$ cat src/wlsq_pkg.sv
`timescale 1ns / 1ps
// Shared constants, codes and control structs of the windowed log sender.
// Used by wlsq_ctrl, wlsq_dp and the top level; depends on nothing.
package wlsq_pkg;

    localparam int MAX_WINDOW  = 8;
    localparam int ERROR_DEPTH = 8;
    localparam int FRAME_STORE = 16;

    localparam int ERR_PTR_W = $clog2(ERROR_DEPTH);
    localparam int ERR_CNT_W = $clog2(ERROR_DEPTH + 1);
    localparam int IDX_W     = $clog2(FRAME_STORE);
    localparam int STEP_W    = $clog2(MAX_WINDOW);

    // Request codes
    localparam logic [2:0] REQ_RX_DATA   = 3'd0;
    localparam logic [2:0] REQ_RX_INFO   = 3'd1;
    localparam logic [2:0] REQ_RX_ACK    = 3'd2;
    localparam logic [2:0] REQ_RX_OTHER  = 3'd3;
    localparam logic [2:0] REQ_SEND_WIN  = 3'd4;
    localparam logic [2:0] REQ_LOG_ERROR = 3'd5;

    // Frame kinds
    localparam logic [1:0] KIND_NONE    = 2'd0;
    localparam logic [1:0] KIND_DATA    = 2'd1;
    localparam logic [1:0] KIND_ERROR   = 2'd2;
    localparam logic [1:0] KIND_NOTHING = 2'd3;

    // Ack timer actions
    localparam logic [1:0] TMR_LEAVE = 2'd0;
    localparam logic [1:0] TMR_START = 2'd1;
    localparam logic [1:0] TMR_STOP  = 2'd2;

    // Next-state requests
    localparam logic NXT_IDLE   = 1'b0;
    localparam logic NXT_WINDOW = 1'b1;

    // Configuration register indexes
    localparam logic CFG_FRAME_COUNT = 1'b0;
    localparam logic CFG_LAST_BLOCK  = 1'b1;

    localparam logic [3:0] REM_END_BLOCK = 4'(MAX_WINDOW);
    localparam logic [3:0] REM_END_LOG   = 4'(MAX_WINDOW + 1);

    typedef struct packed {
        logic load;   // latch the accepted item
        logic step;   // produce one result and update state
    } ctrl_cmd_t;

    typedef struct packed {
        logic final_step;  // the current step gives the item's final result
    } dp_status_t;

    typedef struct packed {
        logic [1:0] frame_type;
        logic [7:0] frame_id;
        logic [3:0] remaining;
        logic [3:0] buffer_index;
        logic       next_state;
        logic [1:0] timer_action;
        logic       last;
    } result_t;

endpackage

$ cat src/wlsq_ctrl.sv
`timescale 1ns / 1ps
// Controller of the windowed log sender: item handshake, result register
// valid and the step sequencing. Depends on wlsq_pkg.
module wlsq_ctrl
(
    input  logic                  clk,
    input  logic                  rst_n,
    input  logic                  in_valid,
    output logic                  in_ready,
    output logic                  out_valid,
    input  logic                  out_ready,
    output wlsq_pkg::ctrl_cmd_t   cmd,
    input  wlsq_pkg::dp_status_t  sts
);

    localparam logic S_IDLE = 1'b0;
    localparam logic S_EXEC = 1'b1;

    logic state_reg;
    logic state_next;
    logic out_valid_reg;
    logic out_valid_next;

    assign in_ready  = (state_reg == S_IDLE);
    assign out_valid = out_valid_reg;

    always_comb
    begin
        cmd.load = in_valid && (state_reg == S_IDLE);
        cmd.step = (state_reg == S_EXEC) && (!out_valid_reg || out_ready);
    end

    always_comb
    begin
        state_next = state_reg;
        unique case (state_reg)
            S_IDLE:
            begin
                if (cmd.load)
                    state_next = S_EXEC;
            end
            S_EXEC:
            begin
                if (cmd.step && sts.final_step)
                    state_next = S_IDLE;
            end
            default: state_next = S_IDLE;
        endcase
    end

    always_comb
    begin
        out_valid_next = out_valid_reg;
        if (cmd.step)
            out_valid_next = 1'b1;
        else if (out_ready)
            out_valid_next = 1'b0;
    end

    always_ff @(posedge clk or negedge rst_n)
    begin
        if (!rst_n)
        begin
            state_reg     <= S_IDLE;
            out_valid_reg <= 1'b0;
        end
        else
        begin
            state_reg     <= state_next;
            out_valid_reg <= out_valid_next;
        end
    end

    a_load_to_exec: assert property (@(posedge clk) disable iff (!rst_n)
        cmd.load |=> state_reg == S_EXEC)
        else $error("load did not enter execution");

    a_final_to_idle: assert property (@(posedge clk) disable iff (!rst_n)
        cmd.step && sts.final_step |=> state_reg == S_IDLE)
        else $error("final step did not return to idle");

    a_no_step_idle: assert property (@(posedge clk) disable iff (!rst_n)
        state_reg == S_IDLE |-> !cmd.step)
        else $error("step issued while idle");

    a_step_fills_out: assert property (@(posedge clk) disable iff (!rst_n)
        cmd.step |=> out_valid_reg)
        else $error("step did not present a result");

endmodule

$ cat src/wlsq_dp.sv
`timescale 1ns / 1ps
// Datapath of the windowed log sender: item latch, link state, error ring,
// window frame stepping and the result register. Depends on wlsq_pkg.
module wlsq_dp
(
    input  logic                  clk,
    input  logic                  rst_n,
    input  wlsq_pkg::ctrl_cmd_t   cmd,
    output wlsq_pkg::dp_status_t  sts,
    input  logic [2:0]            in_req_type,
    input  logic [7:0]            in_msg_id,
    input  logic                  in_ack_timeout_expired,
    input  logic [6:0]            in_error_code,
    input  logic                  cfg_we,
    input  logic                  cfg_addr,
    input  logic [7:0]            cfg_wdata,
    output wlsq_pkg::result_t     result
);

    // Configuration
    logic [4:0] frame_count_reg;
    logic [7:0] last_block_reg;

    // Latched item
    logic [2:0] req_reg;
    logic [7:0] id_reg;
    logic       expired_reg;
    logic [6:0] code_reg;

    // Link state
    logic [7:0] cursor_reg,       cursor_next;
    logic [3:0] window_reg,       window_next;
    logic [7:0] expected_ack_reg, expected_ack_next;
    logic [7:0] block_number_reg, block_number_next;
    logic [1:0] last_sent_reg,    last_sent_next;
    logic [wlsq_pkg::ERR_PTR_W-1:0] err_rd_ptr_reg, err_rd_ptr_next;
    logic [wlsq_pkg::ERR_CNT_W-1:0] err_count_reg,  err_count_next;
    logic [wlsq_pkg::STEP_W-1:0]    step_reg,       step_next;

    // Error ring
    logic [6:0] err_mem [wlsq_pkg::ERROR_DEPTH];
    logic [6:0] err_head_reg;
    logic       err_we;
    logic [wlsq_pkg::ERR_PTR_W-1:0] err_slot;

    wlsq_pkg::result_t result_reg, result_next;
    logic final_step;

    // Window stepping terms
    logic [4:0] count;
    logic [7:0] base;
    logic [8:0] pos;
    logic [8:0] count_ext;
    logic [3:0] step_ext;
    logic       has_frame;
    logic       next_has;
    logic [6:0] head;

    always_comb
    begin
        count     = (frame_count_reg > 5'(wlsq_pkg::FRAME_STORE)) ?
                    5'(wlsq_pkg::FRAME_STORE) : frame_count_reg;
        count_ext = {4'd0, count};
        base      = (cursor_reg == 8'd0) ? 8'd1 : cursor_reg;
        step_ext  = {1'b0, step_reg};
        pos       = {1'b0, base} + {6'd0, step_reg} - 9'd1;
        has_frame = (step_ext < window_reg) && (pos < count_ext);
        next_has  = ((step_ext + 4'd1) < window_reg) && ((pos + 9'd1) < count_ext);
        head      = (err_count_reg != '0) ? err_head_reg : 7'd0;
        err_slot  = err_rd_ptr_reg + err_count_reg[wlsq_pkg::ERR_PTR_W-1:0];
    end

    always_comb
    begin
        cursor_next       = cursor_reg;
        window_next       = window_reg;
        expected_ack_next = expected_ack_reg;
        block_number_next = block_number_reg;
        last_sent_next    = last_sent_reg;
        err_rd_ptr_next   = err_rd_ptr_reg;
        err_count_next    = err_count_reg;
        step_next         = step_reg;
        err_we            = 1'b0;
        final_step        = 1'b1;

        result_next              = '0;
        result_next.frame_type   = wlsq_pkg::KIND_NONE;
        result_next.next_state   = wlsq_pkg::NXT_IDLE;
        result_next.timer_action = wlsq_pkg::TMR_LEAVE;

        case (req_reg)
            wlsq_pkg::REQ_RX_DATA:
            begin
                if (id_reg <= last_block_reg)
                begin
                    if (id_reg > block_number_reg)
                    begin
                        block_number_next = id_reg;
                        cursor_next       = 8'd1;
                    end
                    result_next.next_state = wlsq_pkg::NXT_WINDOW;
                end
            end
            wlsq_pkg::REQ_RX_INFO:
            begin
                result_next.remaining = 4'd1;
                if (head != 7'd0)
                begin
                    result_next.frame_type = wlsq_pkg::KIND_ERROR;
                    result_next.frame_id   = {1'b0, head};
                    last_sent_next         = wlsq_pkg::KIND_ERROR;
                end
                else
                begin
                    result_next.frame_type = wlsq_pkg::KIND_NOTHING;
                    result_next.frame_id   = 8'd1;
                    last_sent_next         = wlsq_pkg::KIND_NOTHING;
                end
            end
            wlsq_pkg::REQ_RX_ACK:
            begin
                if (last_sent_reg == wlsq_pkg::KIND_ERROR)
                begin
                    // pop the reported error
                    if (err_count_reg != '0)
                    begin
                        err_rd_ptr_next = err_rd_ptr_reg + 1'b1;
                        err_count_next  = err_count_reg - 1'b1;
                    end
                end
                else if (last_sent_reg == wlsq_pkg::KIND_DATA)
                begin
                    cursor_next = id_reg;
                    if (id_reg == expected_ack_reg)
                    begin
                        if (window_reg < 4'(wlsq_pkg::MAX_WINDOW - 1))
                            window_next = window_reg + 4'd1;
                    end
                    else if (expired_reg)
                    begin
                        if (window_reg > 4'd1)
                            window_next = window_reg >> 1;
                    end
                    result_next.next_state = (id_reg >= {3'd0, count}) ?
                                             wlsq_pkg::NXT_IDLE : wlsq_pkg::NXT_WINDOW;
                    result_next.timer_action = wlsq_pkg::TMR_STOP;
                end
            end
            wlsq_pkg::REQ_SEND_WIN:
            begin
                // one data frame per step, from the cursor on
                if (has_frame)
                begin
                    final_step                = !next_has;
                    result_next.frame_type    = wlsq_pkg::KIND_DATA;
                    result_next.frame_id      = base + {5'd0, step_reg};
                    result_next.buffer_index  = pos[wlsq_pkg::IDX_W-1:0];
                    if (pos == count_ext - 9'd1)
                        result_next.remaining = (block_number_reg >= last_block_reg) ?
                                                wlsq_pkg::REM_END_LOG :
                                                wlsq_pkg::REM_END_BLOCK;
                    else
                        result_next.remaining = window_reg - step_ext;
                    if (!next_has)
                        result_next.timer_action = wlsq_pkg::TMR_START;
                    step_next = step_reg + 1'b1;
                end
                else
                begin
                    result_next.timer_action = wlsq_pkg::TMR_START;
                end
                if (final_step)
                begin
                    expected_ack_next = base + {5'd0, step_reg} + {7'd0, has_frame};
                    last_sent_next    = wlsq_pkg::KIND_DATA;
                end
            end
            wlsq_pkg::REQ_LOG_ERROR:
            begin
                err_we = 1'b1;
                // full ring: drop the oldest entry
                if (err_count_reg >= wlsq_pkg::ERR_CNT_W'(wlsq_pkg::ERROR_DEPTH))
                    err_rd_ptr_next = err_rd_ptr_reg + 1'b1;
                else
                    err_count_next = err_count_reg + 1'b1;
            end
            default:
            begin
                result_next.frame_type = wlsq_pkg::KIND_NONE;
            end
        endcase

        result_next.last = final_step;
    end

    assign sts.final_step = final_step;
    assign result         = result_reg;

    always_ff @(posedge clk or negedge rst_n)
    begin
        if (!rst_n)
        begin
            frame_count_reg  <= 5'(wlsq_pkg::FRAME_STORE);
            last_block_reg   <= 8'd4;
            cursor_reg       <= 8'd1;
            window_reg       <= 4'd1;
            expected_ack_reg <= 8'd1;
            block_number_reg <= 8'd0;
            last_sent_reg    <= wlsq_pkg::KIND_NOTHING;
            err_rd_ptr_reg   <= '0;
            err_count_reg    <= '0;
            step_reg         <= '0;
        end
        else
        begin
            if (cfg_we)
            begin
                unique case (cfg_addr)
                    wlsq_pkg::CFG_FRAME_COUNT: frame_count_reg <= cfg_wdata[4:0];
                    wlsq_pkg::CFG_LAST_BLOCK:  last_block_reg  <= cfg_wdata;
                    default: ;
                endcase
            end
            if (cmd.load)
                step_reg <= '0;
            else if (cmd.step)
            begin
                cursor_reg       <= cursor_next;
                window_reg       <= window_next;
                expected_ack_reg <= expected_ack_next;
                block_number_reg <= block_number_next;
                last_sent_reg    <= last_sent_next;
                err_rd_ptr_reg   <= err_rd_ptr_next;
                err_count_reg    <= err_count_next;
                step_reg         <= step_next;
            end
        end
    end

    // Item latch and result register
    always_ff @(posedge clk)
    begin
        if (cmd.load)
        begin
            req_reg     <= in_req_type;
            id_reg      <= in_msg_id;
            expired_reg <= in_ack_timeout_expired;
            code_reg    <= in_error_code;
        end
        if (cmd.step)
            result_reg <= result_next;
    end

    // Error ring storage, head read registered every cycle
    always_ff @(posedge clk)
    begin
        if (cmd.step && err_we)
            err_mem[err_slot] <= code_reg;
        err_head_reg <= err_mem[err_rd_ptr_reg];
    end

endmodule

$ cat src/windowed_log_sender_with_error_queue.sv
`timescale 1ns / 1ps
// Windowed log sender with error queue: slave side of a log transfer link.
// Each input item on s_axis is one link event (tuser = request type); each
// result item on m_axis is one frame decision, tlast marking the final result
// of an event. Configuration registers (frame_count, last_block) are to be written
// through cfg_we / cfg_addr / cfg_wdata only while the block is idle; the block itself does not enforce this.
// Timing: an item is accepted in the idle state into the item latch; its first result
// is then registered into the result register. A send-window event emits up to seven
// data frames, one per cycle while the receiver takes them; every other event gives
// one result. The sequencer produces one result per cycle into the single result
// register and accepts no new item until the final result of the current one is
// registered. A stalled m_axis holds the result register and the sequencer waits.
// Reset: cursor, window and expected ack go to 1, block to 0, last sent to the
// nothing frame, error queue empty; frame_count resets to 16, last_block to 4.
// The error ring is not cleared; the queue count guards unwritten entries.
// Depends on wlsq_pkg, wlsq_ctrl and wlsq_dp.
module windowed_log_sender_with_error_queue
(
    input  logic        clk,
    input  logic        rst_n,
    input  logic        s_axis_tvalid,
    output logic        s_axis_tready,
    input  logic [15:0] s_axis_tdata,   // msg_id[7:0], ack_timeout_expired[8], error_code[15:9]
    input  logic [2:0]  s_axis_tuser,   // req_type[2:0]
    output logic        m_axis_tvalid,
    input  logic        m_axis_tready,
    output logic [23:0] m_axis_tdata,   // frame_id[7:0], remaining[11:8], buffer_index[15:12],
                                        // next_state[16], timer_action[18:17], zero[23:19]
    output logic [1:0]  m_axis_tuser,   // frame_type[1:0]
    output logic        m_axis_tlast,
    input  logic        cfg_we,
    input  logic        cfg_addr,
    input  logic [7:0]  cfg_wdata
);

    wlsq_pkg::ctrl_cmd_t  cmd;
    wlsq_pkg::dp_status_t sts;
    wlsq_pkg::result_t    result;

    wlsq_ctrl u_ctrl
    (
        .clk       (clk),
        .rst_n     (rst_n),
        .in_valid  (s_axis_tvalid),
        .in_ready  (s_axis_tready),
        .out_valid (m_axis_tvalid),
        .out_ready (m_axis_tready),
        .cmd       (cmd),
        .sts       (sts)
    );

    wlsq_dp u_dp
    (
        .clk                    (clk),
        .rst_n                  (rst_n),
        .cmd                    (cmd),
        .sts                    (sts),
        .in_req_type            (s_axis_tuser),
        .in_msg_id              (s_axis_tdata[7:0]),
        .in_ack_timeout_expired (s_axis_tdata[8]),
        .in_error_code          (s_axis_tdata[15:9]),
        .cfg_we                 (cfg_we),
        .cfg_addr               (cfg_addr),
        .cfg_wdata              (cfg_wdata),
        .result                 (result)
    );

    assign m_axis_tdata = {5'd0, result.timer_action, result.next_state,
                           result.buffer_index, result.remaining, result.frame_id};
    assign m_axis_tuser = result.frame_type;
    assign m_axis_tlast = result.last;

endmodule

$ cat config.mk
export PLATFORM = sky130hd
export DESIGN_NAME = windowed_log_sender_with_error_queue
export DESIGN_NICKNAME = d
export VERILOG_FILES = /design/src/wlsq_pkg.sv /design/src/wlsq_ctrl.sv /design/src/wlsq_dp.sv /design/src/windowed_log_sender_with_error_queue.sv
export SDC_FILE = /design/constraint.sdc
export NUM_CORES = 1
export LEC_CHECK = 0
export BUFFER_PORTS_ARGS = -buffer_cell sky130_fd_sc_hd__buf_4
export CAP_MARGIN = 20
export CORE_ASPECT_RATIO = 0.5
export CORE_MARGIN = 10
export CORE_UTILIZATION = 35
export DETAILED_ROUTE_END_ITERATION = 12
export GPL_ROUTABILITY_DRIVEN = 0
export PLACE_DENSITY = 0.55
export SETUP_SLACK_MARGIN = 0.3
export SYNTH_ARGS = -nofsm -noshare
export SYNTH_HDL_FRONTEND = slang
export SYNTH_SLANG_ARGS = --single-unit
$ cat constraint.sdc
create_clock -name clk -period 5.1 [get_ports clk]
set_input_delay 1.02 -clock clk [delete_from_list [all_inputs] [get_ports clk]]
set_output_delay 1.02 -clock clk [all_outputs]
set_load 0.03 [all_outputs]
==> run summary <==
Final Setup Violations - 0
CTS tree - yes
First-pass GRT wire length - 30,100 µm
Crit path required time - 5430 ps
Leak - 4.04 nW
Register bit total from synthesis - 159
Die height - 130 µm
Clk pin slew, worst setup/hold paths - 60 ps
Via count - 5,315
Total length of routed wires - 19,300 µm
Setup Crit Path Kind - register to register
Fin area - 9890 µm²
Post-CTS Setup Repair Bufs - 0
Worst Setup End Kind - register
Mapped Area - 8520 µm²
Cts bufs inserted - 17
Post-CTS resize count - 0
Ys Warns - 0
Dominant synthesized flop cell - edfxtp_1
Netlist cell types - 70
Most common library cells after synthesis - 97 x edfxtp_1, 76 x ha_1, 50 x inv_1, 48 x dfrtp_1, 42 x nand2_1
Worst r2r src - u_dp.cursor_reg[4]
Hold Startpoint - u_dp.last_block_reg[5]
Sw Pwr - 2.03 mW
Vias in the first global route - 5,331
Total GRT Usage - 12.7%
Register area share after synthesis - 52.1%
N_diodes - 0
Layout area overhead - 16.0%
Num rows - 40
DRT iter0 DRCs - 311
Mean Syn Cell Area - 12.6 µm²
Dpl cells - 1,037
Seq pwr share - 36.1%
PD cells - 545 nW/µm²
Max Cap Viol - 0
Internal power - 3.36 mW
DR pass1 iterations - 4
TNS Setup - 0 ps
Largest cells by area after synthesis - edfxtp_1 34%, dfrtp_1 14%, ha_1 11%
Cell taking the most area after synthesis - edfxtp_1
Fin. Hold Viols - 0
Crit. Startpoint - u_dp.cursor_reg[4]
Clock Latency Late Sink - 440 ps
Peak Freq - 0.220 GHz
Hold Buf Count CTS - 0
Starting Density - 35.6%
Post-synth EDFFs - 97
Clock power frac - 22.3%
I/O Buffers - 56
Max Slew Vio Count - 0
HP Class - register to register
Avg WL per Cell - 18.0 µm
Dpl hpwl - 13,900 µm
Status - finished, final reports clean
CTS root buffer - clkbuf_16
Logic pwr share - 41.7%
Core Util, Final - 41.2%
Final nets - 855
Ports - 62
Filler cells - 2,233
Synth top area share - 34.2%
Detailed-route vias per instance - 4.97
Layout cell share with drive strength beyond 1 - 21.2%
Worst-path fanout max - 6
Maximum VDD drop - 0.000239 V
DIE AREA - 31,400 µm²
Fin crit share - 89.1%
Clock buffer depth - 2
Non-Filler Instances - 1,069
Cell count after synthesis - 674
Worst-Margin Slew - 870 ps
Antenna-violating nets left - 0
Chip width - 241 µm
Core ar. - 24,000 µm²
Congestion Overflow GR - 0
WP data arrival - 4870 ps
Number of flip-flops under the largest register name - 56
Sequential cell area - 4440 µm²
Most frequent cell after synthesis - edfxtp_1
DRC violation count after routing - 0
Clock sink count - 159
Max-Slew Margin vs Limit - 41.8%
Fin crit period - 4540 ps
Antenna violations before repair - 0
Sw Ratio - 37.7%
Largest net degree at the start of global routing - 56
Clock skew - 11.4 ps
Dpl cell area - 9320 µm²
RSZ-0062 raised after global routing - true
Area of the multi-input gates - 3820 µm²
Post-synth ARST share - 34.6%
# H-tree levels - 4
Crit start category - register
## critical path: stages (launching register included)
cell	delay, ps
dfrtp_1	420
inv_1	60
ha_1	210
nand3_1	160
nand2_1	100
inv_1	60
ha_1	120
inv_1	40
ha_1	210
fa_1	460
xor2_1	190
buf_4	160
ha_1	300
a21oi_1	130
a21boi_0	90
a2111o_1	370
nor3_4	240
ha_1	240
and3_1	230
nand3b_1	140
nor3_2	150
xnor2_1	90
mux2_4	260
## cells by family (layout without fill, tap and decap cells)
family,count (synthesis),in the layout,synth area share [%]
flip-flops,159,159,52.1
AND/OR/NAND/NOR,153,153,9.62
AO/OA/AOI/OAI,109,109,8.51
adder cells (fa/ha/maj),81,81,12.3
buffers and inverters,73,149,3.55
multiplexers,53,53,9.16
XOR/XNOR,45,45,4.71
other,1,5,0.0440
## cell usage in the layout (no fill, tap or decap), types with 6 or more instances in the layout
cell	instances
buf_4	66
nor2b_1	12
nor2_1	30
a21o_1	13
a21oi_1	22
edfxtp_1	97
nand2_1	42
dfrtp_1	48
mux2_4	8
clkbuf_16	17
a22o_1	9
nand3_1	11
ha_1	76
dfxtp_1	7
nor4_1	6
and2_1	6
o21a_1	7
o21ai_0	26
mux4_2	14
dfstp_2	7
xnor2_1	24
xor2_1	20
nor3_1	9
mux2_2	28
inv_1	50
## stage by stage
stage	setup slack [ps]	power, mW	hold slack (ps)
final	555	5.39	513
after detailed placement	536	4.20	494
after global placement	650	4.16	491
after floorplan	873	3.58	476
after CTS	526	5.43	507
after global routing	261	5.78	524
## final timing paths
kind,endpoint,slack [ps],cells after the start
worst max-delay path,u_dp.expected_ack_reg[7],560,22
worst min-delay path,u_dp.last_block_reg[5],510,1
worst max register to register,u_dp.expected_ack_reg[7],560,22
worst min register to register,u_dp.last_block_reg[5],510,1
max in group asynchronous,u_dp.last_block_reg[0],3930,1
min in group asynchronous,u_ctrl.out_valid,640,1
## power groups by stage
stage | Clock (mW) | Combinational [mW] | Sequential [mW]
6_report | 1.20 | 2.24 | 1.94
5_1_grt | 1.30 | 2.50 | 1.98
4_1_cts | 1.23 | 2.25 | 1.94
3_5_place_dp | 0 | 2.23 | 1.97
3_3_place_gp | 0 | 2.21 | 1.96
2_1_floorplan | 0 | 1.59 | 1.98
## area by class of cell
cell class	instances	share of cell area, %
Clock buffer	19	4.38
Clock inverter	13	1.15
Inverter	51	1.94
Multi-Input combinational cell	446	38.6
Sequential cell	159	44.9
Tap cell	315	3.99
Timing Repair Buffer	66	5.01
## per-layer routing
| layer | part of all wire [%] | track usage [%] | up-vias |
|---|---|---|---|
| met3 | 3.1 | 3.24 | 20 |
| met4 | 2.0 | 4.88 | 0 |
| met1 | 48 | 16.4 | 2625 |
| met2 | 47 | 20.3 | 80 |
| met5 | 0 | 0 | - |
| li1 | - | - | 2590 |
Note: power is estimated with default switching activity, not from simulation.
